--- src/hdl/lpft_pkg.sv ---
// Shared types and constants for the LRU page-frame table.
// Used by lpft_scan and lru_page_frame_table; depends on nothing else.
package lpft_pkg;

  localparam int FRAMES    = 16;
  localparam int PAGE_BITS = 16;
  localparam int SLOT_W    = 4;
  localparam int RANK_W    = 4;
  localparam int COUNT_W   = 5;
  localparam int CFG_W     = 5;
  localparam int FAULT_W   = 32;

  localparam logic [CFG_W-1:0]   CAP_RESET = CFG_W'(4);
  localparam logic [FAULT_W-1:0] FAULT_MAX = '1;

  typedef logic [SLOT_W-1:0]    slot_t;
  typedef logic [RANK_W-1:0]    rank_t;
  typedef logic [COUNT_W-1:0]   count_t;
  typedef logic [PAGE_BITS-1:0] page_t;

  typedef struct packed {
    logic [15:0] page_number;
    logic        first_of_sequence;
  } req_t;

  typedef struct packed {
    logic        page_fault;
    logic [3:0]  frame_slot;
    logic        evicted_valid;
    logic [15:0] evicted_page;
    logic [31:0] fault_total;
    logic [4:0]  resident_count;
  } rsp_t;

  // Accumulated findings of one pass over the frames.
  typedef struct packed {
    logic   hit;
    slot_t  hit_slot;
    count_t count;
    logic   free_found;
    slot_t  free_slot;
    logic   vic_found;
    slot_t  vic_slot;
    rank_t  vic_rank;
    page_t  vic_page;
  } scan_t;

  typedef enum logic [1:0] {
    ST_IDLE,
    ST_SCAN,
    ST_DRAIN,
    ST_UPDATE
  } state_t;

endpackage

--- src/hdl/lru_page_frame_table.sv ---
// LRU page-frame table, top level. Depends on lpft_pkg and lpft_scan.
// A request passes through the scan, memory read drain and update states; update waits
// until the previous response has been taken, and the response is registered.
// The single frame scan unit serves one request at a time: a new one is accepted only in idle.
// Reset (rst, synchronous): all frames empty, fault count zero, capacity 4.
module lru_page_frame_table import lpft_pkg::*; (
  input  logic             clk,
  input  logic             rst,
  input  logic             req_valid,
  output logic             req_ready,
  input  req_t             req,
  output logic             rsp_valid,
  input  logic             rsp_ready,
  output rsp_t             rsp,
  input  logic             cfg_valid,
  output logic             cfg_ready,
  input  logic [CFG_W-1:0] cfg_data
);

  state_t state;
  state_t state_next;

  logic [CFG_W-1:0]   frames_in_use;
  logic [FRAMES-1:0]  frame_valid;
  rank_t              recency_rank [FRAMES];
  logic [FAULT_W-1:0] fault_counter;
  page_t              frame_page [FRAMES];

  page_t  page;
  slot_t  scan_slot;
  slot_t  rd_slot;
  logic   rd_step;
  page_t  rd_page;
  scan_t  scan;

  logic   accept;
  logic   scan_start;
  logic   update;
  logic   scan_last;

  count_t cap;
  logic   fill;
  slot_t  slot;
  rank_t  old_rank;
  count_t count_after;
  logic [FAULT_W-1:0] fault_next;

  assign cfg_ready  = !rst;
  assign accept     = req_valid && req_ready;
  assign scan_start = accept;
  assign scan_last  = (scan_slot == SLOT_W'(FRAMES - 1));

  always_comb begin
    state_next = state;
    req_ready  = 1'b0;
    update     = 1'b0;
    unique case (state)
      ST_IDLE: begin
        req_ready = !rst;
        if (req_valid) begin
          state_next = ST_SCAN;
        end
      end
      ST_SCAN: begin
        if (scan_last) begin
          state_next = ST_DRAIN;
        end
      end
      ST_DRAIN: begin
        state_next = ST_UPDATE;
      end
      ST_UPDATE: begin
        // Hold until the previous response has been taken.
        if (!rsp_valid || rsp_ready) begin
          update     = 1'b1;
          state_next = ST_IDLE;
        end
      end
      default: begin
        state_next = ST_IDLE;
      end
    endcase
  end

  always_ff @(posedge clk) begin
    if (rst) begin
      state <= ST_IDLE;
    end else begin
      state <= state_next;
    end
  end

  // Scan address and the registered memory read feeding the scan unit.
  always_ff @(posedge clk) begin
    if (rst) begin
      rd_step <= 1'b0;
    end else begin
      rd_step <= (state == ST_SCAN);
    end
  end

  always_ff @(posedge clk) begin
    if (accept) begin
      scan_slot <= '0;
      page      <= req.page_number;
    end else if (state == ST_SCAN) begin
      scan_slot <= scan_slot + SLOT_W'(1);
    end
    rd_slot <= scan_slot;
  end

  always_ff @(posedge clk) begin
    rd_page <= frame_page[scan_slot];
    if (update) begin
      frame_page[slot] <= page;
    end
  end

  lpft_scan u_scan (
    .clk        (clk),
    .start      (scan_start),
    .step       (rd_step),
    .step_slot  (rd_slot),
    .step_valid (frame_valid[rd_slot]),
    .step_rank  (recency_rank[rd_slot]),
    .step_page  (rd_page),
    .page       (page),
    .result     (scan)
  );

  // Decision made once the scan is complete.
  always_comb begin
    if (frames_in_use == '0) begin
      cap = COUNT_W'(1);
    end else if (COUNT_W'(frames_in_use) > COUNT_W'(FRAMES)) begin
      cap = COUNT_W'(FRAMES);
    end else begin
      cap = COUNT_W'(frames_in_use);
    end
    fill        = !scan.hit && (scan.count < cap);
    slot        = scan.hit ? scan.hit_slot : (fill ? scan.free_slot : scan.vic_slot);
    count_after = fill ? scan.count + COUNT_W'(1) : scan.count;
    if (scan.hit) begin
      old_rank = recency_rank[scan.hit_slot];
    end else if (fill) begin
      old_rank = RANK_W'(scan.count);
    end else begin
      old_rank = scan.vic_rank;
    end
    if (!scan.hit && fault_counter != FAULT_MAX) begin
      fault_next = fault_counter + FAULT_W'(1);
    end else begin
      fault_next = fault_counter;
    end
  end

  always_ff @(posedge clk) begin
    if (rst) begin
      frames_in_use <= CAP_RESET;
    end else if (cfg_valid && cfg_ready) begin
      frames_in_use <= cfg_data;
    end
  end

  always_ff @(posedge clk) begin
    if (rst) begin
      frame_valid   <= '0;
      fault_counter <= '0;
      for (int i = 0; i < FRAMES; i++) begin
        recency_rank[i] <= '0;
      end
    end else if (accept && req.first_of_sequence) begin
      frame_valid   <= '0;
      fault_counter <= '0;
      for (int i = 0; i < FRAMES; i++) begin
        recency_rank[i] <= '0;
      end
    end else if (update) begin
      fault_counter <= fault_next;
      frame_valid[slot] <= 1'b1;
      // Frames more recent than the touched one age by one.
      for (int i = 0; i < FRAMES; i++) begin
        if (slot_t'(i) == slot) begin
          recency_rank[i] <= '0;
        end else if (frame_valid[i] && recency_rank[i] < old_rank) begin
          recency_rank[i] <= recency_rank[i] + RANK_W'(1);
        end
      end
    end
  end

  always_ff @(posedge clk) begin
    if (rst) begin
      rsp_valid <= 1'b0;
    end else if (update) begin
      rsp_valid <= 1'b1;
    end else if (rsp_ready) begin
      rsp_valid <= 1'b0;
    end
  end

  always_ff @(posedge clk) begin
    if (update) begin
      rsp.page_fault     <= !scan.hit;
      rsp.frame_slot     <= slot;
      rsp.evicted_valid  <= !scan.hit && !fill;
      rsp.evicted_page   <= (!scan.hit && !fill) ? scan.vic_page : '0;
      rsp.fault_total    <= fault_next;
      rsp.resident_count <= count_after;
    end
  end

  a_busy_after_accept: assert property (@(posedge clk) disable iff (rst)
    accept |=> !req_ready)
    else $error("request accepted while a previous one is in progress");

  a_evict_is_fault: assert property (@(posedge clk) disable iff (rst)
    rsp_valid && rsp.evicted_valid |-> rsp.page_fault)
    else $error("eviction reported without a page fault");

  a_hit_slot_valid: assert property (@(posedge clk) disable iff (rst)
    update && scan.hit |-> frame_valid[scan.hit_slot])
    else $error("hit reported on an empty frame");

  a_no_lost_rsp: assert property (@(posedge clk) disable iff (rst)
    rsp_valid && !rsp_ready |=> rsp_valid)
    else $error("pending response dropped");

endmodule

--- src/hdl/lpft_scan.sv ---
// Frame scan unit: examines one frame per cycle and accumulates hit, count,
// lowest free slot and LRU victim. Depends on lpft_pkg.
module lpft_scan import lpft_pkg::*; (
  input  logic   clk,
  input  logic   start,
  input  logic   step,
  input  slot_t  step_slot,
  input  logic   step_valid,
  input  rank_t  step_rank,
  input  page_t  step_page,
  input  page_t  page,
  output scan_t  result
);

  scan_t acc;
  scan_t acc_next;

  always_comb begin
    acc_next = acc;
    if (start) begin
      acc_next = '0;
    end else if (step) begin
      if (step_valid) begin
        acc_next.count = acc.count + COUNT_W'(1);
        if (!acc.hit && step_page == page) begin
          acc_next.hit      = 1'b1;
          acc_next.hit_slot = step_slot;
        end
        // The first frame with the largest rank is the victim.
        if (!acc.vic_found || step_rank > acc.vic_rank) begin
          acc_next.vic_found = 1'b1;
          acc_next.vic_slot  = step_slot;
          acc_next.vic_rank  = step_rank;
          acc_next.vic_page  = step_page;
        end
      end else if (!acc.free_found) begin
        acc_next.free_found = 1'b1;
        acc_next.free_slot  = step_slot;
      end
    end
  end

  always_ff @(posedge clk) begin
    acc <= acc_next;
  end

  assign result = acc;

endmodule

--- config.mk ---
export PLATFORM = sky130hd
export DESIGN_NAME = lru_page_frame_table
export DESIGN_NICKNAME = d
export VERILOG_FILES = /design/src/hdl/lpft_pkg.sv /design/src/hdl/lru_page_frame_table.sv /design/src/hdl/lpft_scan.sv
export SDC_FILE = /design/constraint.sdc
export NUM_CORES = 1
export LEC_CHECK = 0
export BUFFER_PORTS_ARGS = -buffer_cell sky130_fd_sc_hd__buf_2
export CAP_MARGIN = 10
export CORE_UTILIZATION = 40
export DETAILED_ROUTE_END_ITERATION = 10
export SLEW_MARGIN = 20
export SYNTH_ARGS = -nofsm -noshare
export SYNTH_HDL_FRONTEND = slang
export SYNTH_SLANG_ARGS = --single-unit
--- constraint.sdc ---
create_clock -name clk -period 5.9 [get_ports clk]
set_clock_uncertainty 0.2 [all_clocks]
set_input_delay 0.295 -clock clk [delete_from_list [all_inputs] [get_ports clk]]
set_output_delay 0.295 -clock clk [all_outputs]
set_load 0.01 [all_outputs]
==> results of run 1 <==
## repair_timing
| item | 4_1_cts | 5_1_grt |
|---|---|---|
| resized for setup | 0 | 0 |
| hold endpoints to repair | 25 | 0 |
| hold buffers | 33 | 0 |
## worst max-delay path, cell delays in order, from the launching register on
cell,delay (ps)
dfxtp_1,900
buf_4,330
mux4_2,520
mux4_2,510
ha_1,330
o21a_1,130
o21a_1,100
o21ai_0,130
a21boi_4,880
mux2i_1,310
nor2_1,60
## synth_stat cells, drive strengths merged (34+ instances only)
master,count,area (µm²)
nand2,34,130
mux2i,63,631
mux4,110,2480
dfxtp,125,2500
xnor2,80,701
clkbuf,52,248
edfxtp,395,11900
xor2,53,464
ha,48,601
nor3,65,325
nor2,127,477
nand3,41,205
## registers in the layout, summed over array words and instances (netlist names), named ones only
| register | count |
|---|---|
| rsp_valid | 1 |
| recency_rank | 64 |
| rd_slot | 4 |
| frame_page | 256 |
| frames_in_use | 5 |
| fault_counter | 32 |
| page | 16 |
| rd_step | 1 |
| state | 2 |
| rd_page | 16 |
| u_scan.result | 40 |
| scan_slot | 4 |
| rsp | 59 |
| frame_valid | 16 |
## logic make-up after synthesis
kind of cell,after synthesis,synth area share [%]
xor gates and xnor gates,133,5.00
buffers and inverters,110,2.36
AOI/OAI and AO/OA,160,5.90
and+or+nand+nor,405,9.02
DFF,520,61.7
muxes,175,13.4
adders and majority gates,48,2.58
## power groups by stage
stage	sequential [mW]	clock, mW	combinational (mW)
CTS	4.72	3.73	1.82
global placement	4.79	0	1.77
floorplan	4.51	0	1.46
finish	4.72	3.65	1.80
global route	4.77	3.87	1.93
detailed placement	4.80	0	1.79
## how the worst min path moves through the flow
stage	from	endpoint	slack [ps]	cells past startpoint
3_3_place_gp	u_scan.result[29]	u_scan.result[29]	250	2
3_5_place_dp	u_scan.result[29]	u_scan.result[29]	270	2
6_report	req_valid	state[0]	40	5
4_1_cts	req_valid	state[0]	2	5
2_1_floorplan	scan_slot[2]	rd_slot[2]	130	0
5_1_grt	req_valid	state[0]	80	5
## per-layer routing
layer,up-vias,routed length (µm),track usage [%]
met5,-,0,0
met4,0,1610,6.05
met3,103,3330,3.04
met2,420,25600,29.1
met1,7186,24400,26.2
li1,6285,-,-
## area by class of cell
class | instances | share of cell area (%)
sequential | 520 | 53.4
multi-input combinational | 921 | 31.4
clock buffer | 66 | 5.38
timing repair buffer | 160 | 3.95
tap | 765 | 3.56
clock inverter | 36 | 1.87
inverter | 29 | 0.405
## metrics by stage
| stage | total power [mW] | setup slack, ps |
|---|---|---|
| floorplan | 5.97 | 1710 |
| finish | 10.2 | 1340 |
| global placement | 6.56 | 1450 |
| CTS | 10.3 | 1320 |
| detailed placement | 6.59 | 1360 |
| global route | 10.6 | 1080 |
==> flow_summary.toml, run 1 <==
[floorplanning]
ios = 89
die_width_um = 243
dieArea_um2 = 59200
coreArea_um2 = 57600
die_h_um = 243
initial_utilization_pct = 40.4
rows = 88

[synthesis]
seq_area_frac_synth_pct = 61.7
synth_flop_cell = "edfxtp_1"
synth-edff-count = 395
synth_warnings = 0
synth_cells = 1551
syn_nets = 1626
yosys_register_bits = 520
synth.avg_cell_area_um2 = 15.0
async_reset_ff_share_pct = 0
yosysUniqueCellTypes = 73
syn_area_um2 = 23300

[clock_tree]
clock_sinks = 520
cts-root-buf = "clkbuf_16"
clk_pin_slew_worst_paths_ps = 70
numCtsBuffers = 54
cts_tree = "yes"
htreeDepth = 2
worstSkewPairLatency_ps = 610
postCtsSetupBuffers = 0
clk_path_buf_depth = 3

[placement]
place_area_um2 = 24600
place.gp.congestion = 0.900
dp.cells = 2362
io_buffers = 88
dp.final_hpwl_um = 36000

[grt]
grt_pass1_vias = 13800
grt_first_pass_wirelength_um = 84100
grt_start_max_net_pins = 73
grt_overflow = 0
grt_usage_pct = 18.5
antenna_found_initial = 0

[cells_and_area]
layout.area.seq_um2 = 14400
multiInputGateArea_um2 = 8460
final_util_pct = 46.7
nets = 1761
layout.cells.non_filler = 2497
diodes = 0
final_common_cell = "edfxtp_1"
areaGrowthSynthToFinish_pct = 15.5
layout_common_cells = "edfxtp_1 (395), dfxtp_1 (123), nor2_1 (110), mux4_2 (110), buf_2 (88)"
final_area_um2 = 26900
drive_gt1_share_pct = 22.6
nFillCells = 4992

[detailed_routing]
vias = 14000
wl_um = 54900
via_per_inst = 5.60
wl_per_cell_um = 22.0
first_pass_iters = 5
ant_nets = 0
drcViolationCount = 0
drt-initial-drc-count = 1092

[sta]
fin_crit_ps = 4560
timing.fmax_mhz = 219
tightest_slew_ps = 1110
rsz0062_at_grt = "false"
finalMaxSlewViolations = 0
setup_viol = 0
setup_tns_ps = 0
whs_ps = 41.2
hold_violations = 0
slew_headroom_pct = 25.8
finalCritPeriodShare_pct = 77.2

[setup_path]
cp-start-kind = "flop"
required_ps = 6140
reg2reg_setup_slack_ps = 1340
end_kind = "flop"
crit_end = "u_scan.result[23]"
crit_type = "flop to flop"
r2r-start = "rd_slot[0]"
reg2reg_to = "u_scan.result[23]"
cp-startpoint = "rd_slot[0]"
critPathArrivalTime_ps = 4800
rr_worst_depth = 10
critical_path.max_fanout = 24

[worst_hold_path]
hp-class = "input pin to flop"

[power]
combinationalPowerShare_pct = 17.7
switchingPower_mw = 2.79
seq_power_share_pct = 46.4
p_clk_share_pct = 35.9
p_leak_nw = 8.82
power.density_nw_per_um2 = 378
max-vdd-ir-drop_mv = 0.303
intPower_mw = 7.38
p_sw_share_pct = 27.4

[outcome]
status = "completed"

[flow_run]
cap_violations = 0
(Power assumes the default switching activity.)
==> run 2, diff against run 1 <==
Clock period 5.9 ns to 4.3 ns, I/O delays scaled along.
==> flow_summary.toml, run 2 (synthesis gave the netlist of run 1 again) <==
[floorplanning]
rows = 88
dieArea_um2 = 59200
coreArea_um2 = 57600
die_width_um = 243
die_h_um = 243
initial_utilization_pct = 40.4
ios = 89

[grt]
grt_start_max_net_pins = 73
grt_pass1_vias = 14000
antenna_found_initial = 0
grt_usage_pct = 18.9
grt_overflow = 0
grt_first_pass_wirelength_um = 85500

[cells_and_area]
diodes = 0
largestRegisters = "frame_page: 256 flops, recency_rank: 64 flops, rsp: 59 flops"
layout.cells.non_filler = 2539
drive_gt1_share_pct = 24.9
layout_common_cells = "edfxtp_1 (395), dfxtp_1 (123), nor2_1 (111), mux4_2 (110), buf_2 (88)"
regMostFlops = "frame_page"
final_common_cell = "edfxtp_1"
nets = 1801
areaGrowthSynthToFinish_pct = 17.5
largest_reg_flops = 256
final_area_um2 = 27400

[setup_path]
end_kind = "flop"
critical_path.max_fanout = 9
path_cells = "inv_1, ha_1, and4_2, a211oi_2, buf_4, nand3_1, a31oi_2, or2_1, o21ai_0, o221ai_1"
required_ps = 4350
slowest_stage = "a31oi_2"
path_buf_inv = 2
crit_type = "flop to flop"
cp-start-kind = "flop"
crit_family = "compound AO/OA/AOI/OAI gates"
critPathArrivalTime_ps = 4210
slowest_delay_ps = 720

[detailed_routing]
wl_met2_um = 25600
ant_nets = 0
vias = 13900
via_per_inst = 5.47
met3WireLength_um = 2810
drcViolationCount = 0
first_pass_iters = 5
wl_um = 55400
top_layer = "met4"
drt-initial-drc-count = 1092
wl_per_cell_um = 21.8
wl_met1_um = 25300

[sta]
setup_tns_ps = 0
whs_ps = 101
finalMaxSlewViolations = 0
tightest_slew_ps = 1010
finalCritPeriodShare_pct = 96.6
fin_crit_ps = 4150
hold_violations = 0
rsz0062_at_grt = "false"
setup_viol = 0
timing.fmax_mhz = 241
slew_headroom_pct = 32.3

[outcome]
status = "completed"

[clock_tree]
htreeDepth = 2
numCtsBuffers = 56
clk_pin_slew_worst_paths_ps = 70
cts_tree = "yes"
cts-root-buf = "clkbuf_16"
postCtsSetupBuffers = 0
clock_sinks = 520
worstSkewPairLatency_ps = 620
clk_path_buf_depth = 3

[power]
p_clk_share_pct = 35.8
power.density_nw_per_um2 = 517
max-vdd-ir-drop_mv = 0.326
combinationalPowerShare_pct = 19.8
switchingPower_mw = 3.90
p_sw_share_pct = 27.6
intPower_mw = 10.2
p_leak_nw = 9.08
seq_power_share_pct = 44.4

[flow_run]
cap_violations = 0

[placement]
dp.cells = 2395
place.gp.congestion = 0.873
io_buffers = 88
place_area_um2 = 24900
dp.final_hpwl_um = 35700

[worst_hold_path]
hp-class = "input pin to flop"
[run 2: cell types whose count changed in the layout (fill, tap and decap cells not counted), moves of 3 or more]
| cell | delta |
|---|---|
| dlygate4sd3_1 | +3 |
| clkinv_1 | -4 |
| o221ai_1 | -8 |
| o221ai_2 | +8 |
| buf_12 | +6 |
| clkinv_2 | +6 |
| buf_4 | +28 |
| clkbuf_8 | +3 |
[run 2: power by group through the flow]
| stage | clock network, mW | registers (mW) | logic (mW) |
|---|---|---|---|
| 6_report | 5.07 | 6.28 | 2.80 |
| 2_1_floorplan | 0 | 6.19 | 2.01 |
| 4_1_cts | 5.18 | 6.27 | 2.80 |
| 3_5_place_dp | 0 | 6.38 | 2.76 |
| 5_1_grt | 5.36 | 6.31 | 3.02 |
| 3_3_place_gp | 0 | 6.36 | 2.72 |
[run 2: worst paths after layout]
check,from,endpoint,slack [ps],cells past startpoint
setup reg to reg,frames_in_use[4],recency_rank[3][1],150,10
setup / recovery,frames_in_use[4],recency_rank[3][1],150,10
hold / removal,req[3],page[2],100,2
hold reg to reg,u_scan.result[29],u_scan.result[29],280,2
[run 2: area by class of cell]
cell class              instances  area, µm²
fillers                      4912      30200
flip-flops and latches        520      14400
multi-input cells             921       8490
clock buffers                  71       1540
repair buffers                198       1450
well taps                     765        957
clock inverters                35        440
inverters                      29        109
[run 2: metal layers]
| metal | track usage (%) | up-vias |
|---|---|---|
| met5 | 0 | - |
| met3 | 3.33 | 104 |
| li1 | - | 6337 |
| met4 | 6.81 | 0 |
| met2 | 29.8 | 389 |
| met1 | 26.0 | 7066 |
[run 2: repair_timing]
| action | CTS | global route |
|---|---|---|
| setup endpoints to repair | 0 | 32 |
| resized for setup | 0 | 8 |
| hold buffers | 36 | 0 |
| endpoints found under the hold margin | 25 | 0 |
[run 2: per-stage QoR]
stage,util [%],worst slack (ps),total power [mW]
2_1_floorplan,-,108,8.20
3_3_place_gp,43.3,244,9.09
3_5_place_dp,43.3,125,9.14
4_1_cts,47.3,125,14.3
5_1_grt,47.5,17.2,14.7
6_report,47.5,147,14.1
